[config.mk]
export PLATFORM = sky130hd
export DESIGN_NAME = pixel_hit_fragment_deframer_core_flat
export DESIGN_NICKNAME = d
export VERILOG_FILES = /design/src/rtl/core/phfd_pkg.sv /design/src/rtl/core/phfd_channels.sv /design/src/rtl/core/phfd_front.sv /design/src/rtl/core/phfd_queue.sv /design/src/rtl/core/phfd_back.sv /design/src/rtl/core/pixel_hit_fragment_deframer_core.sv /design/src/flat_wrapper.sv
export SDC_FILE = /design/constraint.sdc
export NUM_CORES = 1
export LEC_CHECK = 0
export BUFFER_PORTS_ARGS = -buffer_cell sky130_fd_sc_hd__clkbuf_2
export CAP_MARGIN = 20
export CORE_MARGIN = 10
export CORE_UTILIZATION = 50
export CTS_CLUSTER_DIAMETER = 30
export CTS_CLUSTER_SIZE = 12
export DETAILED_ROUTE_END_ITERATION = 8
export PLACE_DENSITY = 0.64
export SLEW_MARGIN = 20
export SYNTH_ARGS = -nofsm -noshare
export SYNTH_HDL_FRONTEND = slang
export SYNTH_HIERARCHICAL = 1
export SYNTH_SLANG_ARGS = --single-unit
[constraint.sdc]
create_clock -name i_clk -period 8.75 [get_ports i_clk]
set_input_delay 1.75 -clock i_clk [delete_from_list [all_inputs] [get_ports i_clk]]
set_output_delay 1.75 -clock i_clk [all_outputs]
set_load 0.005 [all_outputs]
[src/rtl/core/phfd_pkg.sv]
// shared types, constants and register codes of the pixel hit fragment deframer
`default_nettype none

package phfd_pkg;

    localparam int unsigned MAX_CHIP_SLOTS_DEF = 16;
    localparam int unsigned QUEUE_DEPTH_DEF    = 4;

    // register indexes on the configuration port
    localparam logic [2:0] CFG_FRONT_END_TYPE      = 3'd0;
    localparam logic [2:0] CFG_PRODUCER_NUMBER     = 3'd1;
    localparam logic [2:0] CFG_QUAD_MODULE_MASK    = 3'd2;
    localparam logic [2:0] CFG_CHIP_LOCATION_TABLE = 3'd3;
    localparam logic [2:0] CFG_MODULE_INDEX_TABLE  = 3'd4;

    // front end generations
    localparam logic [1:0] FE_OLDER    = 2'd0;
    localparam logic [1:0] FE_NEWER    = 2'd1;
    localparam logic [1:0] FE_NEWEST   = 2'd2;
    localparam logic [1:0] FE_RESERVED = 2'd3;

    // chip locations on a quad module
    localparam logic [2:0] LOC_1 = 3'd1;
    localparam logic [2:0] LOC_2 = 3'd2;
    localparam logic [2:0] LOC_3 = 3'd3;
    localparam logic [2:0] LOC_4 = 3'd4;

    // byte positions in the fragment header
    localparam logic [3:0] POS_TAG_B0  = 4'd0;
    localparam logic [3:0] POS_TAG_B1  = 4'd1;
    localparam logic [3:0] POS_TAG_B2  = 4'd2;
    localparam logic [3:0] POS_TAG_B3  = 4'd3;
    localparam logic [3:0] POS_TRIG_LO = 4'd4;
    localparam logic [3:0] POS_TRIG_HI = 4'd5;
    localparam logic [3:0] POS_BCID_LO = 4'd6;
    localparam logic [3:0] POS_BCID_HI = 4'd7;
    localparam logic [3:0] POS_CNT_LO  = 4'd8;
    localparam logic [3:0] POS_CNT_HI  = 4'd9;

    // byte positions in a hit
    localparam logic [3:0] POS_COL_LO = 4'd0;
    localparam logic [3:0] POS_COL_HI = 4'd1;
    localparam logic [3:0] POS_ROW_LO = 4'd2;
    localparam logic [3:0] POS_ROW_HI = 4'd3;
    localparam logic [3:0] POS_CHG_LO = 4'd4;
    localparam logic [3:0] POS_CHG_HI = 4'd5;

    // geometry and plane numbering
    localparam logic [15:0] QUAD_HALF_COLS = 16'd384;
    localparam logic [15:0] QUAD_FULL_ROWS = 16'd800;
    localparam logic [15:0] CHIP_ROWS_SPAN = 16'd400;
    localparam logic [12:0] PLANE_BASE     = 13'd110;

    typedef struct packed {
        logic [1:0]  front_end_type;
        logic [7:0]  producer_number;
        logic [15:0] quad_module_mask;
        logic [47:0] chip_location_table;
        logic [63:0] module_index_table;
    } t_cfg;

    typedef struct packed {
        logic        err;
        logic [3:0]  slot;
        logic [15:0] hit_col;
        logic [15:0] hit_row;
        logic [15:0] charge;
        logic [31:0] label;
    } t_hit_rec;

endpackage

`default_nettype wire

[src/rtl/core/phfd_channels.sv]
// handshake channels of the deframer: byte input, pixel output, register writes
`default_nettype none

interface phfd_in_if;
    logic       valid;
    logic       ready;
    logic [7:0] data_byte;
    logic [3:0] chip_slot;
    logic       first_of_block;

    modport source (output valid, output data_byte, output chip_slot,
                    output first_of_block, input ready);
    modport sink   (input valid, input data_byte, input chip_slot,
                    input first_of_block, output ready);
endinterface

interface phfd_out_if;
    logic        valid;
    logic        ready;
    logic [12:0] plane_id;
    logic [15:0] pixel_col;
    logic [15:0] pixel_row;
    logic [15:0] charge;
    logic [31:0] trigger_label;
    logic        error;

    modport source (output valid, output plane_id, output pixel_col, output pixel_row,
                    output charge, output trigger_label, output error, input ready);
    modport sink   (input valid, input plane_id, input pixel_col, input pixel_row,
                    input charge, input trigger_label, input error, output ready);
endinterface

interface phfd_cfg_if;
    logic        valid;
    logic        ready;
    logic [2:0]  index;
    logic [63:0] data;

    modport source (output valid, output index, output data, input ready);
    modport sink   (input valid, input index, input data, output ready);
endinterface

`default_nettype wire

[src/rtl/core/phfd_front.sv]
// byte parser: assembles fragment headers and hits, checks mapping, pushes hit records
`default_nettype none

module phfd_front
    import phfd_pkg::*;
#(
    parameter int unsigned MAX_CHIP_SLOTS = MAX_CHIP_SLOTS_DEF
) (
    input  wire logic     i_clk,
    input  wire logic     i_rst_n,
    input  wire t_cfg     i_cfg,
    input  wire logic     i_space,
    phfd_in_if.sink       i_in,
    output logic          o_push,
    output t_hit_rec      o_rec
);

    logic [3:0]  r_pos,  n_pos;
    logic        r_in_hits, n_in_hits;
    logic [15:0] r_hits, n_hits;
    logic [31:0] r_tag,  n_tag;
    logic [15:0] r_trig, n_trig;
    logic [15:0] r_col,  n_col;
    logic [15:0] r_row,  n_row;
    logic [7:0]  r_cnt,  n_cnt;
    logic        r_drop, n_drop;

    logic        accept;
    logic [3:0]  e_pos;
    logic        e_in_hits;
    logic [15:0] e_hits;
    logic        e_drop;
    logic [15:0] hits_dec;
    logic [15:0] count_word;
    logic [7:0]  b;
    logic [3:0]  slot;
    logic        slot_bad;
    logic        quad;
    logic [2:0]  loc;
    logic        loc_ok;
    logic        map_err;

    assign i_in.ready = i_space;
    assign accept     = i_in.valid && i_space;
    assign b          = i_in.data_byte;
    assign slot       = i_in.chip_slot;

    assign e_pos      = i_in.first_of_block ? 4'd0  : r_pos;
    assign e_in_hits  = i_in.first_of_block ? 1'b0  : r_in_hits;
    assign e_hits     = i_in.first_of_block ? 16'd0 : r_hits;
    assign e_drop     = i_in.first_of_block ? 1'b0  : r_drop;
    assign hits_dec   = e_hits - 16'd1;
    assign count_word = {b, r_cnt};

    // mapping check for the slot of the hit's last byte
    assign slot_bad = 32'(slot) >= MAX_CHIP_SLOTS;
    assign quad     = i_cfg.quad_module_mask[slot];
    assign loc      = i_cfg.chip_location_table[3*slot +: 3];
    assign loc_ok   = (loc == LOC_1) || (loc == LOC_2) || (loc == LOC_3) || (loc == LOC_4);
    assign map_err  = slot_bad || (i_cfg.front_end_type == FE_RESERVED)
                      || (quad && ((i_cfg.front_end_type == FE_OLDER) || !loc_ok));

    always_comb begin
        n_pos     = r_pos;
        n_in_hits = r_in_hits;
        n_hits    = r_hits;
        n_tag     = r_tag;
        n_trig    = r_trig;
        n_col     = r_col;
        n_row     = r_row;
        n_cnt     = r_cnt;
        n_drop    = r_drop;
        o_push    = 1'b0;
        o_rec.err     = map_err;
        o_rec.slot    = slot;
        o_rec.hit_col = r_col;
        o_rec.hit_row = r_row;
        o_rec.charge  = count_word;
        o_rec.label   = (!quad && (i_cfg.front_end_type == FE_OLDER)) ?
                        {16'd0, r_trig} : r_tag;
        if (accept) begin
            n_pos     = e_pos;
            n_in_hits = e_in_hits;
            n_hits    = e_hits;
            n_drop    = e_drop;
            if (!e_drop) begin
                n_pos = e_pos + 4'd1;
                if (!e_in_hits) begin
                    case (e_pos)
                        POS_TAG_B0:  n_tag  = {24'd0, b};
                        POS_TAG_B1:  n_tag[15:8]  = b;
                        POS_TAG_B2:  n_tag[23:16] = b;
                        POS_TAG_B3:  n_tag[31:24] = b;
                        POS_TRIG_LO: n_trig = {8'd0, b};
                        POS_TRIG_HI: n_trig[15:8] = b;
                        POS_BCID_LO: ;
                        POS_BCID_HI: ;
                        POS_CNT_LO:  n_cnt  = b;
                        POS_CNT_HI: begin
                            n_hits    = count_word;
                            n_in_hits = count_word != 16'd0;
                            n_pos     = 4'd0;
                        end
                        default: n_pos = 4'd0;
                    endcase
                end else begin
                    case (e_pos)
                        POS_COL_LO: n_col = {8'd0, b};
                        POS_COL_HI: n_col[15:8] = b;
                        POS_ROW_LO: n_row = {8'd0, b};
                        POS_ROW_HI: n_row[15:8] = b;
                        POS_CHG_LO: n_cnt = b;
                        POS_CHG_HI: begin
                            o_push    = 1'b1;
                            n_pos     = 4'd0;
                            n_hits    = hits_dec;
                            n_in_hits = hits_dec != 16'd0;
                            if (map_err) begin
                                n_drop    = 1'b1;
                                n_in_hits = 1'b0;
                                n_hits    = 16'd0;
                            end
                        end
                        default: n_pos = 4'd0;
                    endcase
                end
            end
        end
    end

    always_ff @(posedge i_clk) begin
        if (!i_rst_n) begin
            r_pos     <= 4'd0;
            r_in_hits <= 1'b0;
            r_hits    <= 16'd0;
            r_tag     <= 32'd0;
            r_trig    <= 16'd0;
            r_col     <= 16'd0;
            r_row     <= 16'd0;
            r_cnt     <= 8'd0;
            r_drop    <= 1'b0;
        end else begin
            r_pos     <= n_pos;
            r_in_hits <= n_in_hits;
            r_hits    <= n_hits;
            r_tag     <= n_tag;
            r_trig    <= n_trig;
            r_col     <= n_col;
            r_row     <= n_row;
            r_cnt     <= n_cnt;
            r_drop    <= n_drop;
        end
    end

`ifndef NO_ASSERTIONS
    a_push_on_beat: assert property (@(posedge i_clk) disable iff (!i_rst_n)
        o_push |-> accept)
        else $error("hit record pushed without an input beat");
    a_pos_range: assert property (@(posedge i_clk) disable iff (!i_rst_n)
        (r_in_hits && r_pos <= POS_CHG_HI) || (!r_in_hits && r_pos <= POS_CNT_HI))
        else $error("parser byte position out of range");
    a_drop_clean: assert property (@(posedge i_clk) disable iff (!i_rst_n)
        r_drop |-> (!r_in_hits && r_hits == 16'd0 && r_pos == 4'd0))
        else $error("dropped block left hit list state");
`endif

endmodule

`default_nettype wire

[src/rtl/core/phfd_queue.sv]
// short queue of hit records between parser and mapper
`default_nettype none

module phfd_queue
    import phfd_pkg::*;
#(
    parameter int unsigned DEPTH = QUEUE_DEPTH_DEF
) (
    input  wire logic     i_clk,
    input  wire logic     i_rst_n,
    input  wire logic     i_push,
    input  wire t_hit_rec i_rec,
    output logic          o_space,
    output logic          o_valid,
    output t_hit_rec      o_rec,
    input  wire logic     i_pop
);

    localparam int unsigned AW = (DEPTH > 1) ? $clog2(DEPTH) : 1;
    localparam int unsigned CW = $clog2(DEPTH + 1);
    localparam logic [AW-1:0] LAST = AW'(DEPTH - 1);

    t_hit_rec      r_mem [DEPTH];
    logic [AW-1:0] r_wr, n_wr;
    logic [AW-1:0] r_rd, n_rd;
    logic [CW-1:0] r_count, n_count;

    assign o_space = r_count != CW'(DEPTH);
    assign o_valid = r_count != '0;
    assign o_rec   = r_mem[r_rd];

    always_comb begin
        n_wr    = r_wr;
        n_rd    = r_rd;
        n_count = r_count;
        if (i_push) begin
            n_wr = (r_wr == LAST) ? '0 : r_wr + AW'(1);
        end
        if (i_pop) begin
            n_rd = (r_rd == LAST) ? '0 : r_rd + AW'(1);
        end
        case ({i_push, i_pop})
            2'b10:   n_count = r_count + CW'(1);
            2'b01:   n_count = r_count - CW'(1);
            default: n_count = r_count;
        endcase
    end

    always_ff @(posedge i_clk) begin
        if (i_push) begin
            r_mem[r_wr] <= i_rec;
        end
    end

    always_ff @(posedge i_clk) begin
        if (!i_rst_n) begin
            r_wr    <= '0;
            r_rd    <= '0;
            r_count <= '0;
        end else begin
            r_wr    <= n_wr;
            r_rd    <= n_rd;
            r_count <= n_count;
        end
    end

`ifndef NO_ASSERTIONS
    a_no_overflow: assert property (@(posedge i_clk) disable iff (!i_rst_n)
        (i_push |-> o_space) and (i_pop |-> o_valid))
        else $error("queue pushed while full or popped while empty");
`endif

endmodule

`default_nettype wire

[src/rtl/core/phfd_back.sv]
// coordinate and plane mapping of hit records into the output register
`default_nettype none

module phfd_back
    import phfd_pkg::*;
(
    input  wire logic     i_clk,
    input  wire logic     i_rst_n,
    input  wire t_cfg     i_cfg,
    input  wire logic     i_valid,
    input  wire t_hit_rec i_rec,
    output logic          o_pop,
    phfd_out_if.source    o_out
);

    logic        r_valid, n_valid;
    logic [12:0] r_plane_id, n_plane_id;
    logic [15:0] r_pixel_col, n_pixel_col;
    logic [15:0] r_pixel_row, n_pixel_row;
    logic [15:0] r_charge, n_charge;
    logic [31:0] r_label, n_label;
    logic        r_error, n_error;

    logic        quad;
    logic [2:0]  loc;
    logic [3:0]  mod_idx;
    logic [12:0] plane;
    logic [15:0] m_col;
    logic [15:0] m_row;

    assign quad    = i_cfg.quad_module_mask[i_rec.slot];
    assign loc     = i_cfg.chip_location_table[3*i_rec.slot +: 3];
    assign mod_idx = i_cfg.module_index_table[4*i_rec.slot +: 4];
    // 20 * producer as 16x + 4x
    assign plane   = PLANE_BASE + {1'b0, i_cfg.producer_number, 4'd0}
                     + {3'd0, i_cfg.producer_number, 2'd0} + {9'd0, mod_idx};

    always_comb begin
        m_col = i_rec.hit_col - 16'd1;
        m_row = i_rec.hit_row - 16'd1;
        if (quad) begin
            case (loc)
                LOC_1: begin
                    m_col = QUAD_HALF_COLS - i_rec.hit_row;
                    m_row = QUAD_FULL_ROWS - i_rec.hit_col;
                end
                LOC_2: begin
                    m_col = QUAD_HALF_COLS - i_rec.hit_row;
                    m_row = CHIP_ROWS_SPAN - i_rec.hit_col;
                end
                LOC_3: begin
                    m_col = (QUAD_HALF_COLS - 16'd1) + i_rec.hit_row;
                    m_row = i_rec.hit_col - 16'd1;
                end
                LOC_4: begin
                    m_col = (QUAD_HALF_COLS - 16'd1) + i_rec.hit_row;
                    m_row = (CHIP_ROWS_SPAN - 16'd1) + i_rec.hit_col;
                end
                default: begin
                    m_col = 16'd0;
                    m_row = 16'd0;
                end
            endcase
        end
    end

    assign o_pop = i_valid && (!r_valid || o_out.ready);

    always_comb begin
        n_valid     = r_valid;
        n_plane_id  = r_plane_id;
        n_pixel_col = r_pixel_col;
        n_pixel_row = r_pixel_row;
        n_charge    = r_charge;
        n_label     = r_label;
        n_error     = r_error;
        if (o_pop) begin
            n_valid = 1'b1;
            if (i_rec.err) begin
                n_plane_id  = 13'd0;
                n_pixel_col = 16'd0;
                n_pixel_row = 16'd0;
                n_charge    = 16'd0;
                n_label     = 32'd0;
                n_error     = 1'b1;
            end else begin
                n_plane_id  = plane;
                n_pixel_col = m_col;
                n_pixel_row = m_row;
                n_charge    = i_rec.charge;
                n_label     = i_rec.label;
                n_error     = 1'b0;
            end
        end else if (o_out.ready) begin
            n_valid = 1'b0;
        end
    end

    always_ff @(posedge i_clk) begin
        if (!i_rst_n) begin
            r_valid <= 1'b0;
        end else begin
            r_valid <= n_valid;
        end
    end

    always_ff @(posedge i_clk) begin
        r_plane_id  <= n_plane_id;
        r_pixel_col <= n_pixel_col;
        r_pixel_row <= n_pixel_row;
        r_charge    <= n_charge;
        r_label     <= n_label;
        r_error     <= n_error;
    end

    assign o_out.valid         = r_valid;
    assign o_out.plane_id      = r_plane_id;
    assign o_out.pixel_col     = r_pixel_col;
    assign o_out.pixel_row     = r_pixel_row;
    assign o_out.charge        = r_charge;
    assign o_out.trigger_label = r_label;
    assign o_out.error         = r_error;

`ifndef NO_ASSERTIONS
    a_error_zeroed: assert property (@(posedge i_clk) disable iff (!i_rst_n)
        (r_valid && r_error) |-> (r_plane_id == 13'd0 && r_pixel_col == 16'd0
            && r_pixel_row == 16'd0 && r_charge == 16'd0 && r_label == 32'd0))
        else $error("error beat carries nonzero payload");
`endif

endmodule

`default_nettype wire

[src/rtl/core/pixel_hit_fragment_deframer_core.sv]
// Pixel hit fragment deframer. Takes a chip's raw readout block one byte per beat
// (little endian: 32-bit tag, trigger id, bunch id, hit count, then column/row/charge
// per hit) and sends one pixel beat per completed hit, mapped to quad or single
// module coordinates, or one error beat after which the rest of the block is dropped
// until first_of_block. Input bytes are taken one per cycle; the parser front end
// stalls only when its QUEUE_DEPTH-entry hit queue is full, which happens only when
// the output side is held off. A completed hit goes into the hit queue at the edge
// taking its last byte, then into the output register once free. Registers are
// written through the configuration channel, which is always ready, and must only
// change while the block is idle.
`default_nettype none

module pixel_hit_fragment_deframer_core
    import phfd_pkg::*;
#(
    parameter int unsigned MAX_CHIP_SLOTS = MAX_CHIP_SLOTS_DEF,
    parameter int unsigned QUEUE_DEPTH    = QUEUE_DEPTH_DEF
) (
    input  wire logic   i_clk,
    input  wire logic   i_rst_n,
    phfd_cfg_if.sink    i_cfg,
    phfd_in_if.sink     i_in,
    phfd_out_if.source  o_out
);

    t_cfg     r_cfg;
    logic     q_space;
    logic     f_push;
    t_hit_rec f_rec;
    logic     q_valid;
    t_hit_rec q_rec;
    logic     b_pop;

    assign i_cfg.ready = 1'b1;

    always_ff @(posedge i_clk) begin
        if (!i_rst_n) begin
            r_cfg <= '0;
        end else if (i_cfg.valid) begin
            case (i_cfg.index)
                CFG_FRONT_END_TYPE:      r_cfg.front_end_type      <= i_cfg.data[1:0];
                CFG_PRODUCER_NUMBER:     r_cfg.producer_number     <= i_cfg.data[7:0];
                CFG_QUAD_MODULE_MASK:    r_cfg.quad_module_mask    <= i_cfg.data[15:0];
                CFG_CHIP_LOCATION_TABLE: r_cfg.chip_location_table <= i_cfg.data[47:0];
                CFG_MODULE_INDEX_TABLE:  r_cfg.module_index_table  <= i_cfg.data;
                default: ;
            endcase
        end
    end

    phfd_front #(
        .MAX_CHIP_SLOTS (MAX_CHIP_SLOTS)
    ) u_front (
        .i_clk   (i_clk),
        .i_rst_n (i_rst_n),
        .i_cfg   (r_cfg),
        .i_space (q_space),
        .i_in    (i_in),
        .o_push  (f_push),
        .o_rec   (f_rec)
    );

    phfd_queue #(
        .DEPTH (QUEUE_DEPTH)
    ) u_queue (
        .i_clk   (i_clk),
        .i_rst_n (i_rst_n),
        .i_push  (f_push),
        .i_rec   (f_rec),
        .o_space (q_space),
        .o_valid (q_valid),
        .o_rec   (q_rec),
        .i_pop   (b_pop)
    );

    phfd_back u_back (
        .i_clk   (i_clk),
        .i_rst_n (i_rst_n),
        .i_cfg   (r_cfg),
        .i_valid (q_valid),
        .i_rec   (q_rec),
        .o_pop   (b_pop),
        .o_out   (o_out)
    );

endmodule

`default_nettype wire

[src/flat_wrapper.sv]
// flat-port wrapper written by rule: the top's interface ports become plain ports
module pixel_hit_fragment_deframer_core_flat import phfd_pkg::*;
#(
    parameter int unsigned MAX_CHIP_SLOTS = MAX_CHIP_SLOTS_DEF,
    parameter int unsigned QUEUE_DEPTH    = QUEUE_DEPTH_DEF
)
  (i_clk, i_rst_n, i_cfg_valid, i_cfg_index, i_cfg_data, i_cfg_ready, i_in_valid, i_in_data_byte, i_in_chip_slot, i_in_first_of_block, i_in_ready, o_out_valid, o_out_plane_id, o_out_pixel_col, o_out_pixel_row, o_out_charge, o_out_trigger_label, o_out_error, o_out_ready);
  phfd_cfg_if i_cfg_i ();
  phfd_in_if i_in_i ();
  phfd_out_if o_out_i ();
  input  wire logic i_clk;
  input  wire logic i_rst_n;
  input wire logic [$bits(i_cfg_i.valid)-1:0] i_cfg_valid;
  input wire logic [$bits(i_cfg_i.index)-1:0] i_cfg_index;
  input wire logic [$bits(i_cfg_i.data)-1:0] i_cfg_data;
  output wire logic [$bits(i_cfg_i.ready)-1:0] i_cfg_ready;
  input wire logic [$bits(i_in_i.valid)-1:0] i_in_valid;
  input wire logic [$bits(i_in_i.data_byte)-1:0] i_in_data_byte;
  input wire logic [$bits(i_in_i.chip_slot)-1:0] i_in_chip_slot;
  input wire logic [$bits(i_in_i.first_of_block)-1:0] i_in_first_of_block;
  output wire logic [$bits(i_in_i.ready)-1:0] i_in_ready;
  output wire logic [$bits(o_out_i.valid)-1:0] o_out_valid;
  output wire logic [$bits(o_out_i.plane_id)-1:0] o_out_plane_id;
  output wire logic [$bits(o_out_i.pixel_col)-1:0] o_out_pixel_col;
  output wire logic [$bits(o_out_i.pixel_row)-1:0] o_out_pixel_row;
  output wire logic [$bits(o_out_i.charge)-1:0] o_out_charge;
  output wire logic [$bits(o_out_i.trigger_label)-1:0] o_out_trigger_label;
  output wire logic [$bits(o_out_i.error)-1:0] o_out_error;
  input wire logic [$bits(o_out_i.ready)-1:0] o_out_ready;
  assign i_cfg_i.valid = i_cfg_valid;
  assign i_cfg_i.index = i_cfg_index;
  assign i_cfg_i.data = i_cfg_data;
  assign i_cfg_ready = i_cfg_i.ready;
  assign i_in_i.valid = i_in_valid;
  assign i_in_i.data_byte = i_in_data_byte;
  assign i_in_i.chip_slot = i_in_chip_slot;
  assign i_in_i.first_of_block = i_in_first_of_block;
  assign i_in_ready = i_in_i.ready;
  assign o_out_valid = o_out_i.valid;
  assign o_out_plane_id = o_out_i.plane_id;
  assign o_out_pixel_col = o_out_i.pixel_col;
  assign o_out_pixel_row = o_out_i.pixel_row;
  assign o_out_charge = o_out_i.charge;
  assign o_out_trigger_label = o_out_i.trigger_label;
  assign o_out_error = o_out_i.error;
  assign o_out_i.ready = o_out_ready;
  pixel_hit_fragment_deframer_core #(.MAX_CHIP_SLOTS(MAX_CHIP_SLOTS), .QUEUE_DEPTH(QUEUE_DEPTH)) u_core (.i_clk(i_clk), .i_rst_n(i_rst_n), .i_cfg(i_cfg_i), .i_in(i_in_i), .o_out(o_out_i));
endmodule
# After elaboration in Yosys (flattened, before gate mapping)
# Memory sizes are Yosys's and may differ from the RTL's. A register that Yosys moved wholly into a read port is not among the register bits.
# Index checks and enable logic that the tools add are counted.
[totals]
mem_bits_rw = 340
latch_bits = 0
rom_bits = 0
regBits = 350
output_inout_bits = 97
input_bits = 85
memories = 1
[mem_list]
columns = ["memory", "words", "width", "rd", "rd_clocked_by_memory_dff", "wr", "line", "text"]
rows = [
  ["u_core.u_queue.r_mem", 4, 85, 1, 1, 1, "phfd_queue.sv:23", "t_hit_rec r_mem [DEPTH];"],
]
[op_classes]
n_addsub = 16
order_cmp = 2
bitwise = 2
div = 0
n_reduce_logical = 47
n_shift = 3
eq_ne = 28
n_mul = 2
mux = 53
[ops]
columns = ["operator", "count"]
rows = [
  ["two-way mux 16 bit", 8],
  ["indexed part select 48 x 7 -> 3 bit", 2],
  ["one-hot mux 8 bit (2 select lines)", 5],
  ["one-hot mux 16 bit (4 select lines)", 1],
  ["indexed part select 64 x 7 -> 4 bit", 1],
  ["subtractor 16 x 1 -> 16 bit, second input constant", 3],
  ["AND reduction 4 bit", 11],
  ["adder 9 x 16 -> 16 bit, first input constant", 2],
  ["two-way mux 32 bit", 1],
  ["one-hot mux 16 bit (2 select lines)", 1],
  ["nonzero test 16 bit", 2],
  ["subtractor 9 x 16 -> 16 bit, first input constant", 2],
  ["two-way mux 8 bit", 3],
  ["two-way mux 1 bit", 22],
  ["two-way mux 4 bit", 5],
  ["== test 3 x 2 -> 1 bit, second input constant", 6],
  ["== test 4 x 3 -> 1 bit, second input constant", 4],
  ["nonzero test 2 bit", 8],
  ["subtractor 10 x 16 -> 16 bit, first input constant", 1],
  ["adder 13 x 10 -> 13 bit", 1],
  ["adder 13 x 4 -> 13 bit", 1],
  ["adder 7 x 12 -> 13 bit, first input constant", 1],
  ["multiplier 2 x 4 -> 6 bit, first input constant", 2],
  ["< comparator 4 x 5 -> 1 bit, second input constant", 2],
  ["other kinds (28)", 58],
]

# Logic depth before layout (Yosys ltp)
[depth]
ltp_word = 14
ltp_mapped = 23
ltp_nobuf = 17

# By module
# Netlist, hierarchy kept.
[modules_own_cells]
columns = ["mod", "instances", "seq_area_each_um2", "cells_each", "area_each_um2"]
rows = [
  ["phfd_queue", 1, 10390.0, 491, 12783.5],
  ["phfd_back", 1, 2842.7, 682, 7188.1],
  ["phfd_front", 1, 2202.1, 788, 6423.7],
  ["pixel_hit_fragment_deframer_core", 1, 2762.6, 523, 5162.5],
]

# Worst setup path after synthesis
# OpenSTA, ideal clock, no wires.
[synth_timing]
path_type = "input port to flip-flop"
from = "in o_out_ready"
to = "reg u_core.u_queue.r_count[2]"
arrival_time_ns = 7.827
required_time_ns = 8.674
n_path_buf = 0
setup_ns = 0.076
cell_stages = 8
setup_slack_ns = 0.847
path_cell_list = "nor2b_1 nor2b_1 ha_1 inv_1 fa_1 xor2_1 or3_1 a21boi_0"
[synth_between]
elab_chain_len = 4
[synth_rtl]
columns = ["item", "line", "text"]
rows = [
  ["from (decl)", "flat_wrapper.sv:29", "input wire logic [$bits(o_out_i.ready)-1:0] o_out_ready;"],
  ["logical OR 1 bit *", "phfd_back.sv:67", "assign o_pop = i_valid && (!r_valid || o_out.ready);"],
  ["logical AND 1 bit *", "phfd_back.sv:67", ""],
  ["via u_core.b_pop", "pixel_hit_fragment_deframer_core.sv:32", "logic b_pop;"],
  ["== test 2 x 1 -> 1 bit or == test 2 bit (tied branches)", "phfd_queue.sv:42", "case ({i_push, i_pop})"],
  ["one-hot mux 3 bit (2 select lines) or nonzero test 2 bit (tied branches)", "n/a", ""],
  ["to (signal assigned)", "phfd_queue.sv:63", "r_count <= n_count;"],
  ["to (decl)", "phfd_queue.sv:26", "logic [CW-1:0] r_count, n_count;"],
]
# Mark *: on every way through the listed nets, which the timed path passes. The rest lies on a longest branch.
# A chain may end at the register's enable or synchronous reset.

==> results.ini <==
[final_layout]
final_cell_mix=edfxtp_1, nand2_1, dfxtp_1
area_growth_pct=18.44
fin_util_pct=59.58
final_nets=2759
n_antenna_cell=0
final_common_cell=edfxtp_1
drive_gt1_share_pct=21.51

[cts]
cts_hold_buf=0
cts_buffer_depth=3
cts_resized=0
cts_setup_buffers=0
numCtsBuffers=132
h-tree-depth=4
clock_tree.root_cell=clkbuf_16
worst_setup_hold_path_clk_slew_ps=50
clk_latency_ps=700
cts_tree=yes
cts.sinks=692

[placed_design]
hpwlAfterDp_um=52020
place_congestion=0.9089
io_buffers=180

[critical_path]
cp.required_ps=9160
critPathMaxFanout=41
cp_common_cell=nor2_1
rr_worst_depth=17
slowest_delay_ps=760
cp_num_buf_inv=2
cp_cell_sequence=mux4_2 -> buf_4 -> mux4_1 -> a22o_1 -> a221oi_4 -> nor2_1 -> nand2_1 -> inv_1 -> ha_1 -> nand4bb_1 -> a2111oi_0 -> o21a_1 -> nor2_1 -> nor2_1 -> xnor2_1 -> a222oi_1 -> o22ai_1
crit_family=compound AO/OA/AOI/OAI gates
crit_type=register to register
start_kind=register
endpoint_kind=register
worstPathArrival_ps=6550
slowest_stage=dfxtp_4
cp_num_cells=17

[floorplanning]
die_w_um=271.2
die_h_um=271.2
core_area_um2=62740
fp-row-count=92
initial_core_util_pct=50.30
io_pins=182
dieArea_um2=73570

[route]
avgViaCountPerCell=5.795
dr_total_vias=20826
dr.pass1.iters=5
first_iter_violations=1757
drt-total-wl_um=81430
postRouteAntennaNets=0
drc_errors=0
wl_per_cell_um=22.66

[hold_path]
min_path_cells=2
hold_path.class=register to register

[timing]
final.period_utilization_pct=70.09
max_slew_margin_pct=27.58
fin_skew_ps=33.95
finalHoldViolations=0
worst_slew_pin_slew_ps=1086
setup_viol=0
final.min_clock_period_ps=6133
slew_violations=0
fmax_ghz=0.1630
rsz0062_at_grt=no
tns_ps=0

[yosys]
syn-num-nets=2606
syn_area_per_cell_um2=12.70
synth-simple-area-share_pct=12.27
async_flop_share_pct=0
yosys_most_used_dff=edfxtp_1
synth_xor_area_share_pct=1.558
ys_seq_area_share_pct=57.66
syn_inst=2484
synth_compound_area_share_pct=7.811
yosysTopAreaCellShare_pct=41.30
synthDistinctLibCells=90
synth_top_area_cell=edfxtp_1
yosys_warnings=6
yosys_register_bits=692
synth_mux_area_share_pct=15.34
synthTopCellsByArea=edfxtp_1, dfxtp_1, mux4_2
synth_top_family_by_area=multiplexers
syn_area_um2=31560
synth_adder_area_share_pct=1.515
synth-edff-count=434

[grt]
grt_max_degree=154
grt_pass1_wl_um=126100
gr-total-overflow=0
antenna_found_initial=1
track_usage_pct=21.91
grt_pass1_vias=21416

[run]
drv_cap=0

[status]
status=completed

[power]
vdd_drop_max_mv=0.1777
power.density_nw_per_um2=235.6
p_leak_nw=13.86

==> cell usage after synthesis (5+ instances only) <==
cell type and count:
o21ai_0 56, nand2b_1 10, a31oi_1 6, buf_2 32, a311oi_1 7, mux2i_1 167
and3_1 10, or3_1 9, buf_6 8, nor3b_1 5, dfxtp_1 258, edfxtp_1 434
o21a_1 11, xor2_1 20, a21o_1 10, nor2_1 99, o22ai_1 15, a22o_1 5
mux4_1 10, a22oi_1 51, a21oi_1 80, nand4_1 6, buf_1 14, clkbuf_1 94
nor4_1 17, inv_1 50, or4_1 5, xnor2_1 33, and2_1 36, nor2b_1 135
a21boi_0 29, nor3_1 41, ha_1 35, o31ai_1 6, a211oi_1 19, nand3b_1 6
mux2_2 16, buf_4 27, buf_12 8, nand2_1 336, nand3_1 55, o221ai_1 5
mux4_2 121, a221o_1 5, o21ai_1 6
==> per-layer routing <==
| metal | GRT usage, % | part of all wire (%) | wire length [µm] |
|---|---|---|---|
| met2 | 37.52 | 50 | 40740 |
| met3 | 4.317 | 5.2 | 4271 |
| met1 | 27.51 | 42 | 34430 |
| met4 | 7.354 | 2.4 | 1975 |
| met5 | 0 | 0.016 | 13 |
==> sequential cells by signal (all words and copies together), names as in the netlist, 3 cells and up, named ones only <==
register,flops
u_core/u_front/r_tag,32
u_core/u_queue/r_count,3
u_core/u_front/r_col,16
u_core/r_cfg,138
u_core/u_front/r_pos,4
u_core/u_front/r_row,16
u_core/u_back/o_out.pixel_row,16
u_core/u_back/o_out.pixel_col,16
u_core/u_queue/r_mem,340
u_core/u_front/r_cnt,8
u_core/u_back/o_out.trigger_label,32
u_core/u_front/r_trig,16
u_core/u_front/r_hits,16
u_core/u_back/o_out.charge,16
u_core/u_back/o_out.plane_id,13
==> report_power, final <==
group	switching (W)	internal, W
registers	0.0000128	0.00346
clock network	0.00168	0.00343
logic	0.000146	0.0000771
total	0.00184	0.00697
==> tightest hold or removal path, cell delays in order, from the launching register on <==
cell     delay [ps]
dfxtp_1         300
nand2_1          50
mux2i_1          50
==> logic make-up after synthesis <==
group / after synthesis
other cells: 1
compound gates: 358
mux: 314
buf+inv: 234
flops: 692
fa+ha+maj: 37
simple gates: 794
xor+xnor: 54
==> cell type report <==
cell class                      instances  area (µm²)
Clock buffer                          178        3741
Clock inverter                         67       870.8
Fill cell                            5007       25360
Inverter                               51       191.4
Multi-Input combinational cell       1558       12240
Sequential cell                       692       18210
Tap cell                              846        1059
Timing Repair Buffer                  202        1075
==> final timing paths <==
path / startpoint / to / slack [ps]
max reg2reg: register / u_core/u_back/o_out.pixel_row[14]$_SDFFCE_PP0P_ / 2620
min reg2reg: u_core/r_cfg[8]$_SDFFE_PN0P_ / u_core/r_cfg[8]$_SDFFE_PN0P_ / 450
min: u_core/r_cfg[8]$_SDFFE_PN0P_ / u_core/r_cfg[8]$_SDFFE_PN0P_ / 450
max: register / u_core/u_back/o_out.pixel_row[14]$_SDFFCE_PP0P_ / 2620
==> through the flow <==
step                      instance area, µm²  hold slack (ps)  total power [W]  cells  setup slack (ps)
after global placement                 32760            442.9         0.003750   3349              2391
after CTS                              37370            457.3         0.008893   3594              2642
after detailed placement               32760            451.0         0.003753   3349              2325
final                                  37380            452.6         0.008807   3594              2617
after global routing                   37380            473.5         0.009087   3594              2257
after floorplan                        31560            434.8         0.003675   2484             847.4
Note: power is estimated with default switching activity, not from simulation.
